===== src/hw/rtl/rgbmad_pkg.sv =====
// shared widths, register indexes and helpers for the rgb deviation block
// no dependencies
package rgbmad_pkg;

    localparam int PIX_W   = 8;
    localparam int DEV_W   = 10;
    localparam int SUM_W   = 34;
    localparam int CNT_W   = 24;
    localparam int AREA_W  = 25;
    localparam int DIM_W   = 13;
    localparam int FRAC_W  = 8;
    localparam int DVD_W   = SUM_W + FRAC_W;
    localparam int DIV_W   = 26;
    localparam int MEAN_W  = 16;
    localparam int CFG_IDX_W = 1;

    localparam logic [DIM_W-1:0] DIM_MAX   = 13'd4096;
    localparam logic [DIM_W-1:0] WIDTH_RST = 13'd640;
    localparam logic [DIM_W-1:0] HEIGHT_RST = 13'd480;

    localparam logic [CFG_IDX_W-1:0] CFG_IMAGE_WIDTH  = 1'b0;
    localparam logic [CFG_IDX_W-1:0] CFG_IMAGE_HEIGHT = 1'b1;

    typedef logic [PIX_W-1:0] t_pix;

    // zero acts as one, anything above the maximum acts as the maximum
    function automatic logic [DIM_W-1:0] clamp_dim(input logic [DIM_W-1:0] v);
        logic [DIM_W-1:0] r;
        if (v == '0) begin
            r = DIM_W'(1);
        end else if (v > DIM_MAX) begin
            r = DIM_MAX;
        end else begin
            r = v;
        end
        return r;
    endfunction

endpackage


===== src/hw/rtl/rgb_image_mean_max_abs_deviation_top.sv =====
// channel   | direction | handshake               | payload
// pixel in  | input     | i_in_valid / o_in_stall | i_orig_*, i_cmp_* (8 bits each)
// result    | output    | o_out_valid / i_out_stall | o_mean_deviation, o_max_deviation
// config    | input     | i_cfg_we                | i_cfg_idx, i_cfg_data
//
// a pixel pair goes through accept, three passes of the shared abs-diff unit, then accumulate
// the last pixel of a frame then starts the divider (42 quotient bits and a done pulse), and
// the result register loads after it, later if the previous result is still held
// i_rst_n is synchronous; it clears the frame state and loads 640 x 480
// o_in_stall is high whenever a transaction is in progress
// depends on rgbmad_pkg and rgbmad_div
module rgb_image_mean_max_abs_deviation_top
    import rgbmad_pkg::*;
(
    input  logic                 i_clk,
    input  logic                 i_rst_n,
    input  logic                 i_cfg_we,
    input  logic [CFG_IDX_W-1:0] i_cfg_idx,
    input  logic [DIM_W-1:0]     i_cfg_data,
    input  logic                 i_in_valid,
    output logic                 o_in_stall,
    input  logic [PIX_W-1:0]     i_orig_red,
    input  logic [PIX_W-1:0]     i_orig_green,
    input  logic [PIX_W-1:0]     i_orig_blue,
    input  logic [PIX_W-1:0]     i_cmp_red,
    input  logic [PIX_W-1:0]     i_cmp_green,
    input  logic [PIX_W-1:0]     i_cmp_blue,
    output logic                 o_out_valid,
    input  logic                 i_out_stall,
    output logic [MEAN_W-1:0]    o_mean_deviation,
    output logic [DEV_W-1:0]     o_max_deviation
);

    localparam logic [2:0] S_IDLE = 3'd0;
    localparam logic [2:0] S_CHAN = 3'd1;
    localparam logic [2:0] S_ACC  = 3'd2;
    localparam logic [2:0] S_DIV  = 3'd3;
    localparam logic [2:0] S_DONE = 3'd4;

    localparam logic [1:0] CH_RED   = 2'd0;
    localparam logic [1:0] CH_GREEN = 2'd1;
    localparam logic [1:0] CH_BLUE  = 2'd2;

    logic [2:0]        r_state;
    logic [2:0]        n_state;
    logic [1:0]        r_ch;
    logic [DIM_W-1:0]  r_width;
    logic [DIM_W-1:0]  r_height;
    logic [CNT_W-1:0]  r_count;
    logic [SUM_W-1:0]  r_sum;
    logic [DEV_W-1:0]  r_peak;
    logic [DEV_W-1:0]  r_dev;
    logic [AREA_W-1:0] r_area;
    logic [DEV_W-1:0]  r_peak_out;
    logic              r_out_valid;
    logic [MEAN_W-1:0] r_mean;
    logic [DEV_W-1:0]  r_max;
    t_pix              r_orig [3];
    t_pix              r_cmp  [3];

    logic              w_accept;
    logic              w_out_free;
    t_pix              w_a;
    t_pix              w_b;
    t_pix              w_absdiff;
    logic [SUM_W-1:0]  n_sum;
    logic [DEV_W-1:0]  n_peak;
    logic [AREA_W-1:0] w_taken;
    logic              w_last;
    logic [DIV_W-1:0]  w_divisor;
    logic [2*DIM_W-1:0] w_area_full;
    logic              w_div_start;
    logic              w_div_done;
    logic [MEAN_W-1:0] w_quot;

    assign w_accept   = i_in_valid && (r_state == S_IDLE);
    assign w_out_free = !r_out_valid || !i_out_stall;

    // shared abs-diff unit, one channel per cycle
    always_comb begin
        case (r_ch)
            CH_RED: begin
                w_a = r_orig[0];
                w_b = r_cmp[0];
            end
            CH_GREEN: begin
                w_a = r_orig[1];
                w_b = r_cmp[1];
            end
            CH_BLUE: begin
                w_a = r_orig[2];
                w_b = r_cmp[2];
            end
            default: begin
                w_a = '0;
                w_b = '0;
            end
        endcase
        w_absdiff = (w_a >= w_b) ? (w_a - w_b) : (w_b - w_a);
    end

    always_comb begin
        w_area_full = clamp_dim(r_width) * clamp_dim(r_height);
        n_sum       = r_sum + SUM_W'(r_dev);
        n_peak      = (r_dev > r_peak) ? r_dev : r_peak;
        w_taken     = {1'b0, r_count} + AREA_W'(1);
        w_last      = (w_taken >= r_area);
        w_divisor   = {1'b0, r_area} + {r_area, 1'b0};
        w_div_start = (r_state == S_ACC) && w_last;
    end

    always_comb begin
        n_state = r_state;
        unique case (r_state)
            S_IDLE: if (i_in_valid) n_state = S_CHAN;
            S_CHAN: if (r_ch == CH_BLUE) n_state = S_ACC;
            S_ACC:  n_state = w_last ? S_DIV : S_IDLE;
            S_DIV:  if (w_div_done) n_state = S_DONE;
            S_DONE: if (w_out_free) n_state = S_IDLE;
            default: n_state = S_IDLE;
        endcase
    end

    always_ff @(posedge i_clk) begin
        if (!i_rst_n) begin
            r_state     <= S_IDLE;
            r_ch        <= CH_RED;
            r_width     <= WIDTH_RST;
            r_height    <= HEIGHT_RST;
            r_count     <= '0;
            r_sum       <= '0;
            r_peak      <= '0;
            r_out_valid <= 1'b0;
        end else begin
            r_state <= n_state;
            if (i_cfg_we) begin
                unique case (i_cfg_idx)
                    CFG_IMAGE_WIDTH:  r_width  <= i_cfg_data;
                    CFG_IMAGE_HEIGHT: r_height <= i_cfg_data;
                    default: ;
                endcase
            end
            if (w_accept) begin
                r_ch <= CH_RED;
            end else if (r_state == S_CHAN) begin
                r_ch <= r_ch + 2'd1;
            end
            if (r_state == S_ACC) begin
                if (w_last) begin
                    r_count <= '0;
                    r_sum   <= '0;
                    r_peak  <= '0;
                end else begin
                    r_count <= w_taken[CNT_W-1:0];
                    r_sum   <= n_sum;
                    r_peak  <= n_peak;
                end
            end
            if (r_state == S_DONE && w_out_free) begin
                r_out_valid <= 1'b1;
            end else if (!i_out_stall) begin
                r_out_valid <= 1'b0;
            end
        end
    end

    always_ff @(posedge i_clk) begin
        if (w_accept) begin
            r_orig[0] <= i_orig_red;
            r_orig[1] <= i_orig_green;
            r_orig[2] <= i_orig_blue;
            r_cmp[0]  <= i_cmp_red;
            r_cmp[1]  <= i_cmp_green;
            r_cmp[2]  <= i_cmp_blue;
            r_dev     <= '0;
        end else if (r_state == S_CHAN) begin
            r_dev  <= r_dev + DEV_W'(w_absdiff);
            r_area <= w_area_full[AREA_W-1:0];
        end
        if (r_state == S_ACC && w_last) begin
            r_peak_out <= n_peak;
        end
        if (r_state == S_DONE && w_out_free) begin
            r_mean <= w_quot;
            r_max  <= r_peak_out;
        end
    end

    rgbmad_div u_div (
        .i_clk      (i_clk),
        .i_rst_n    (i_rst_n),
        .i_start    (w_div_start),
        .i_dividend ({n_sum, FRAC_W'(0)}),
        .i_divisor  (w_divisor),
        .o_done     (w_div_done),
        .o_quot     (w_quot)
    );

    assign o_in_stall       = (r_state != S_IDLE);
    assign o_out_valid      = r_out_valid;
    assign o_mean_deviation = r_mean;
    assign o_max_deviation  = r_max;

endmodule


===== src/hw/rtl/rgbmad_div.sv =====
// restoring divider, one quotient bit per cycle, keeps the low quotient bits
// depends on rgbmad_pkg
module rgbmad_div
    import rgbmad_pkg::*;
(
    input  logic              i_clk,
    input  logic              i_rst_n,
    input  logic              i_start,
    input  logic [DVD_W-1:0]  i_dividend,
    input  logic [DIV_W-1:0]  i_divisor,
    output logic              o_done,
    output logic [MEAN_W-1:0] o_quot
);

    localparam int STEP_W = $clog2(DVD_W);

    logic              r_busy;
    logic              r_done;
    logic [STEP_W-1:0] r_cnt;
    logic [DVD_W-1:0]  r_dvd;
    logic [DIV_W-1:0]  r_div;
    logic [DIV_W-1:0]  r_rem;
    logic [MEAN_W-1:0] r_q;

    logic [DIV_W:0]    w_part;
    logic [DIV_W+1:0]  w_diff;
    logic              w_ge;

    always_comb begin
        w_part = {r_rem, r_dvd[DVD_W-1]};
        w_diff = {1'b0, w_part} - {2'b00, r_div};
        w_ge   = ~w_diff[DIV_W+1];
    end

    always_ff @(posedge i_clk) begin
        if (!i_rst_n) begin
            r_busy <= 1'b0;
            r_done <= 1'b0;
            r_cnt  <= '0;
        end else begin
            r_done <= 1'b0;
            if (i_start) begin
                r_busy <= 1'b1;
                r_cnt  <= STEP_W'(DVD_W - 1);
            end else if (r_busy) begin
                if (r_cnt == '0) begin
                    r_busy <= 1'b0;
                    r_done <= 1'b1;
                end else begin
                    r_cnt <= r_cnt - STEP_W'(1);
                end
            end
        end
    end

    always_ff @(posedge i_clk) begin
        if (i_start) begin
            r_dvd <= i_dividend;
            r_div <= i_divisor;
            r_rem <= '0;
        end else if (r_busy) begin
            r_dvd <= {r_dvd[DVD_W-2:0], 1'b0};
            r_rem <= w_ge ? w_diff[DIV_W-1:0] : w_part[DIV_W-1:0];
            r_q   <= {r_q[MEAN_W-2:0], w_ge};
        end
    end

    assign o_done = r_done;
    assign o_quot = r_q;

endmodule


===== config.mk =====
export PLATFORM = sky130hd
export DESIGN_NAME = rgb_image_mean_max_abs_deviation_top
export DESIGN_NICKNAME = d
export VERILOG_FILES = /design/src/hw/rtl/rgbmad_pkg.sv /design/src/hw/rtl/rgb_image_mean_max_abs_deviation_top.sv /design/src/hw/rtl/rgbmad_div.sv
export SDC_FILE = /design/constraint.sdc
export NUM_CORES = 1
export LEC_CHECK = 0
export BUFFER_PORTS_ARGS = -buffer_cell sky130_fd_sc_hd__buf_4
export CORE_ASPECT_RATIO = 0.7
export CORE_MARGIN = 4
export CORE_UTILIZATION = 45
export CTS_CLUSTER_DIAMETER = 200
export DETAILED_ROUTE_END_ITERATION = 7
export GPL_TIMING_DRIVEN = 0
export HOLD_SLACK_MARGIN = 0.12
export SETUP_SLACK_MARGIN = 0.3
export SLEW_MARGIN = 20
export SYNTH_ARGS = -nofsm -noshare
export SYNTH_HDL_FRONTEND = slang
export SYNTH_SLANG_ARGS = --single-unit

===== constraint.sdc =====
create_clock -name i_clk -period 6.6 [get_ports i_clk]
set_clock_uncertainty 0.2 [all_clocks]
set_input_delay 1.65 -clock i_clk [delete_from_list [all_inputs] [get_ports i_clk]]
set_output_delay 1.65 -clock i_clk [all_outputs]
set_load 0.005 [all_outputs]

# Word level (Yosys, flattened, before mapping)
# Memory sizes are Yosys's and may differ from the RTL's.
# Cells that the tools add are included.
dict set report totals {
  n_memories 2
  inputBits 67
  ramBits 48
  ff_bits 281
}
# name depth word_bits rd rd_ports_with_merged_regs write_ports line
set mem_list {}
lappend mem_list {r_cmp 3 8 3 0 3 rgb_image_mean_max_abs_deviation_top.sv:59} ;# t_pix r_cmp [3];
lappend mem_list {r_orig 3 8 3 0 3 rgb_image_mean_max_abs_deviation_top.sv:58} ;# t_pix r_orig [3];
dict set report classes {
  n_lt_le_gt_ge 5
  n_mul 1
  n_mux 31
  n_reduce_logical 23
  n_addsub 9
  eq_ne 12
  bitwise 7
}
# cell n
set ops {}
lappend ops {{$mux W42} 2}
lappend ops {{$mux W13} 4}
lappend ops {{$pmux W8 S3} 2}
lappend ops {{$add A34 B10 Y34} 1}
lappend ops {{$mux W34} 1}
lappend ops {{$sub A27 B26 Y28} 1}
lappend ops {{$add A25 B26 Y26} 1}
lappend ops {{$gt A13 B13 Y1 const B} 2}
lappend ops {{$logic_not A13 Y1} 2}
lappend ops {{$mux W26} 1}
lappend ops {{$add A24 B1 Y25 const B} 1}
lappend ops {{$ge A25 B25 Y1} 1}
lappend ops {{$mul A13 B13 Y25} 1}
lappend ops {{$mux W24} 1}
lappend ops {{$mux W10} 2}
lappend ops {{$mux W6} 3}
lappend ops {{$sub A8 B8 Y8} 2}
lappend ops {{$pmux W3 S5} 1}
lappend ops {{$mux W3} 4}
lappend ops {{$reduce_and A2 Y1} 6}
lappend ops {{$add A10 B8 Y10} 1}
lappend ops {{$gt A10 B10 Y1} 1}
lappend ops {{$ge A8 B8 Y1} 1}
lappend ops {{$mux W1} 8}
lappend ops {{other kinds (23)} 38}

# Depth between registers and ports, before layout
dict set report depth {
  word_depth 5
  mapped_depth 25
  ltp_nobuf 24
}

# Cells and area by module
# A second synthesis with hierarchy kept.
dict set report hier_totals {
  cells_unflattened 2456
  area_unflattened_um2 23626.4
}
# mod seq_area_each_um2 cells_each n_inst area_each_um2
set by_module_without_submodules {}
lappend by_module_without_submodules {rgb_image_mean_max_abs_deviation_top 5475.3 1957 1 17675.7}
lappend by_module_without_submodules {rgbmad_div 3203.1 499 1 5950.7}

# Worst setup path after synthesis
# OpenSTA, ideal clock, no wires.
dict set report synth_timing {
  path_type {register -> register}
  start {register r_width[12]}
  end {register r_area[24], data pin}
  t_required_ns 6.140
  period_less_slack_ns 6.158
  path_slack_ns 0.442
  path_stages_with_launch 25
  t_arrival_ns 5.698
  path_buffers 2
  path_cell_list {dfxtp_1 > clkbuf_1 > clkinv_1 > clkbuf_1 > nand2_1 > nor2_1 > fa_1 > inv_1 > fa_1 > inv_1 > fa_1 > inv_1 > fa_1 > fa_1 > inv_1 > ha_1 > o21ai_0 > o21ai_0 > nand4_1 > nand2_1 > a41oi_1 > o311a_1 > o21bai_1 > a21oi_1 > xnor2_1}
}
dict set report synth_via {
  elab_chain_cells 4
  elab_cells_between_ends 5
}
# element line
set synth_lines {}
lappend synth_lines {{from (decl)} rgb_image_mean_max_abs_deviation_top.sv:47} ;# logic [DIM_W-1:0] r_width;
lappend synth_lines {{from (signal assigned)} rgb_image_mean_max_abs_deviation_top.sv:138} ;# CFG_IMAGE_WIDTH: r_width <= i_cfg_data;
lappend synth_lines {{$gt A13 B13 Y1} rgbmad_pkg.sv:31} ;# end else if (v > DIM_MAX) begin
lappend synth_lines {{$mux W13} rgbmad_pkg.sv:31}
lappend synth_lines {{$mux W13 *} rgbmad_pkg.sv:29} ;# if (v == '0) begin
lappend synth_lines {{$mul A13 B13 Y25 *} rgb_image_mean_max_abs_deviation_top.sv:103} ;# w_area_full = clamp_dim(r_width) * clamp_dim(r_height);
lappend synth_lines {{net w_area_full[24]} rgb_image_mean_max_abs_deviation_top.sv:71} ;# logic [2*DIM_W-1:0] w_area_full;
lappend synth_lines {{to (signal assigned)} rgb_image_mean_max_abs_deviation_top.sv:178} ;# r_area <= w_area_full[AREA_W-1:0];
lappend synth_lines {{to (decl)} rgb_image_mean_max_abs_deviation_top.sv:53} ;# logic [AREA_W-1:0] r_area;
# The timed path passes the listed nets; every way through them passes the cells marked *.
# A chain may end at the register's enable or synchronous reset.

# Worst setup path after layout
dict set report layout_timing {
  start {register r_width[11]}
  end {register r_area[24], data pin}
}
# The elaborated chain is that of the path after synthesis.

==> impl_metrics.ini <==
[floorplan]
dieWidth_um = 278.1
num_rows = 68
core_mm2 = 0.04986
chipHeight_um = 197.0
start_util_pct = 46.08
die-area_mm2 = 0.05479
num_io_pins = 95

[drt]
wl_per_cell_um = 17.41
drc = 0
drtPass1Iterations = 5
drt-total-wl_mm = 57.68
ant_nets = 0
vias = 17860
drt-vias-per-instance = 5.392
drt_iter0_markers = 1251

[clock_tree]
cts_sinks = 329
cts_tree = yes
htreeDepth = 2
root_buffer = clkbuf_16
clk-insertion-delay-late_ns = 0.55
clkTransAtPathRegs_ns = 0.07
postCtsHoldBufs = 0
cts_inserted_buffers = 34
ctsLongestPathBuffers = 3

[setup_path]
crit_chain = nor4_2, nand2_1, nor4_1, o21ai_1, inv_1, nand2_1, fa_2, fa_1, inv_1, fa_1, fa_1, fa_1, ha_2, and2_1, a221oi_1, nand2_1, a41oi_2, o311a_1, o21bai_1, a21oi_1, xnor2_1
worstReg2RegStart = r_width[11]
worstPathArrival_ns = 6.19
cpPeakStageDelay_ns = 0.63
endpoint_kind = flip-flop
crit_type = reg -> reg
slowest_stage = fa_1
crit_path_start_kind = flip-flop
crit_family = adder cells
r2r_slack_ns = 0.49
cp.required_ns = 6.68
cp_max_fo = 5
crit_buf_inv = 2
crit_top_cell = fa_1
r2r.worst_path.cells = 21
reg2reg_to = r_area[24]

[sta]
finalCriticalPeriod_ns = 6.105
drv_slew = 0
max_clock_freq_ghz = 0.1638
max_slew_margin_pct = 35.71
period_share_pct = 92.50
grt_setup_unrepaired = yes
worst_pin_slew_ns = 0.9643
whs_ns = 0.2187
finalHoldViolCount = 0
setup_tns_ns = 0
setup_viol = 0

[grt]
track_usage_pct = 20.71
grtUsageMet2_pct = 32.11
gr-total-overflow = 0
antenna_found_initial = 0
grt_start_max_net_pins = 58
grt_pass1_vias = 17680
grt_most_used_layer = met2
met3_usage_pct = 2.800
grt_use_met1_pct = 31.56
grt_first_pass_wirelength_mm = 93.23

[power]
vdd_ir_drop_max_uv = 160.9
clkPwrFrac_pct = 30.9
switchingPower_mw = 2.129
intPower_mw = 4.373
switching_share_pct = 32.75
p_leak_nw = 11.16
p_seq_share_pct = 37.6
p_per_area_mw_per_mm2 = 250.1
p_comb_share_pct = 31.5

[cells_and_area]
postLayoutCellArea_mm2 = 0.02599
diodes = 0
post-route-util_pct = 52.13
fin_nets = 3008
syn2layout_area_growth_pct = 13.15
nFillCells = 4613
stdcell_count = 3313
drive_gt1_share_pct = 9.668
layout.area.seq_mm2 = 0.008438
multi_input_area_mm2 = 0.01327

[synthesis]
synthDominantCellAreaShare_pct = 24.18
yosys.cell_types.count = 75
synthCells = 2485
syn_area_mm2 = 0.02297
synth_flop_cell = edfxtp_1
avgSynthCellArea_um2 = 9.244
ys_seq_area_share_pct = 36.73
synth.largest_area_cell = edfxtp_1
synth_seq_cells = 329
synth-async-reset-ratio_pct = 0
synth_warnings = 0
synthTopCellsByArea = edfxtp_1 (24%), dfxtp_1 (13%), fa_1 (11%)
yosys-top-cells-count = nand2_1 (366), inv_1 (274), ha_1 (193)
synth.most_common_cell = nand2_1
syn_nets = 2871
synth_edf_count = 185

[placement]
dpl_cell_area_mm2 = 0.02462
placedCellCount = 3247
hpwl_mm = 44.66
gp_congestion = 0.9197
port-buffer-count = 93

[run]
maxCapViolCount = 0

[worst_hold_path]
hold_end = o_max_deviation[2]
min_from = r_peak_out[2]
min_path_type = reg -> reg
min_path_cells = 0

[outcome]
status = complete, no violations
metrics by stage:
step / power (mW) / setup slack [ns]
final: 6.502 / 0.4948
after global routing: 6.900 / 0.2046
after CTS: 6.507 / 0.3001
after detailed placement: 4.468 / -0.5285
after global placement: 4.417 / -0.5101
after floorplan: 3.979 / 0.4423
worst max-delay path by stage:
stage,end,depth (start not counted),from,slack (ns)
after floorplan,r_area[24],24,r_width[12],0.44
after detailed placement,r_area[24],24,r_width[12],-0.53
final,r_area[24],21,r_width[11],0.49
after global routing,r_area[24],22,r_height[12],0.20
after CTS,r_area[24],24,r_width[12],0.30
after global placement,r_area[24],24,r_width[12],-0.51
what timing repair did:
| action | in CTS | in global routing |
|---|---|---|
| pin swaps | 1 | 7 |
| endpoints found under the hold margin | 0 | 0 |
| endpoints found under the setup margin | 10 | 9 |
| setup buffers | 0 | 4 |
| resized for setup | 33 | 53 |
power by group through the flow:
stage / logic (mW) / clock network [mW] / registers, mW
6_report: 2.05 / 2.01 / 2.45
5_1_grt: 2.31 / 2.13 / 2.46
4_1_cts: 2.00 / 2.06 / 2.44
3_5_place_dp: 1.98 / 0 / 2.49
3_3_place_gp: 1.93 / 0 / 2.49
2_1_floorplan: 1.55 / 0 / 2.43
flip-flops by register name, indices dropped and copies added, names as in the netlist:
| register | cells |
|---|---|
| u_div.o_done | 1 |
| r_count | 24 |
| r_dev | 10 |
| r_width | 13 |
| o_out_valid | 1 |
| r_sum | 34 |
| r_area | 25 |
| r_ch | 2 |
| r_peak_out | 10 |
| u_div.o_quot | 16 |
| r_orig | 24 |
| r_state | 3 |
| r_height | 13 |
| u_div.r_div | 26 |
| u_div.r_busy | 1 |
| u_div.r_cnt | 6 |
| o_max_deviation | 10 |
| r_cmp | 24 |
| r_peak | 10 |
| u_div.r_rem | 26 |
| o_mean_deviation | 16 |
| u_div.r_dvd | 34 |
cells by family (layout without fill, tap and decap cells):
logic type	count (synthesis)	after routing	share of synthesized area [%]
DFF	329	329	36.73
AOI/OAI and AO/OA	490	490	13.30
adders and majority gates	319	319	21.49
xor gates and xnor gates	135	135	5.147
muxes	29	29	1.345
buffers and inverters	367	530	6.117
and+or+nand+nor	816	816	15.87
placed cells by master, fill, tap and decap left out, types with 59 or more instances in the layout:
cell type    n
a21oi_1    171
buf_4      103
clkbuf_1    59
dfxtp_1    144
edfxtp_1   185
fa_1       124
ha_1       189
inv_1      274
nand2_1    365
nand3_1     61
nor2_1     185
o21ai_0    109
xnor2_1     84
per-layer routing:
metal / wire (µm) / vias to the layer above
li1: - / 8742
met1: 28070 / 8522
met2: 25060 / 524
met3: 3749 / 76
met4: 800 / 0
met5: 0 / -
area by class of cell:
class	instances	share of cell area, %
clock buffer	45	3.591
sequential	329	32.46
timing repair buffer	101	3.196
buffer	91	1.637
multi-input combinational	1789	51.06
inverter	276	3.995
tap	665	3.201
clock inverter	17	0.8568
No activity file was read; power rests on OpenSTA's default activity.
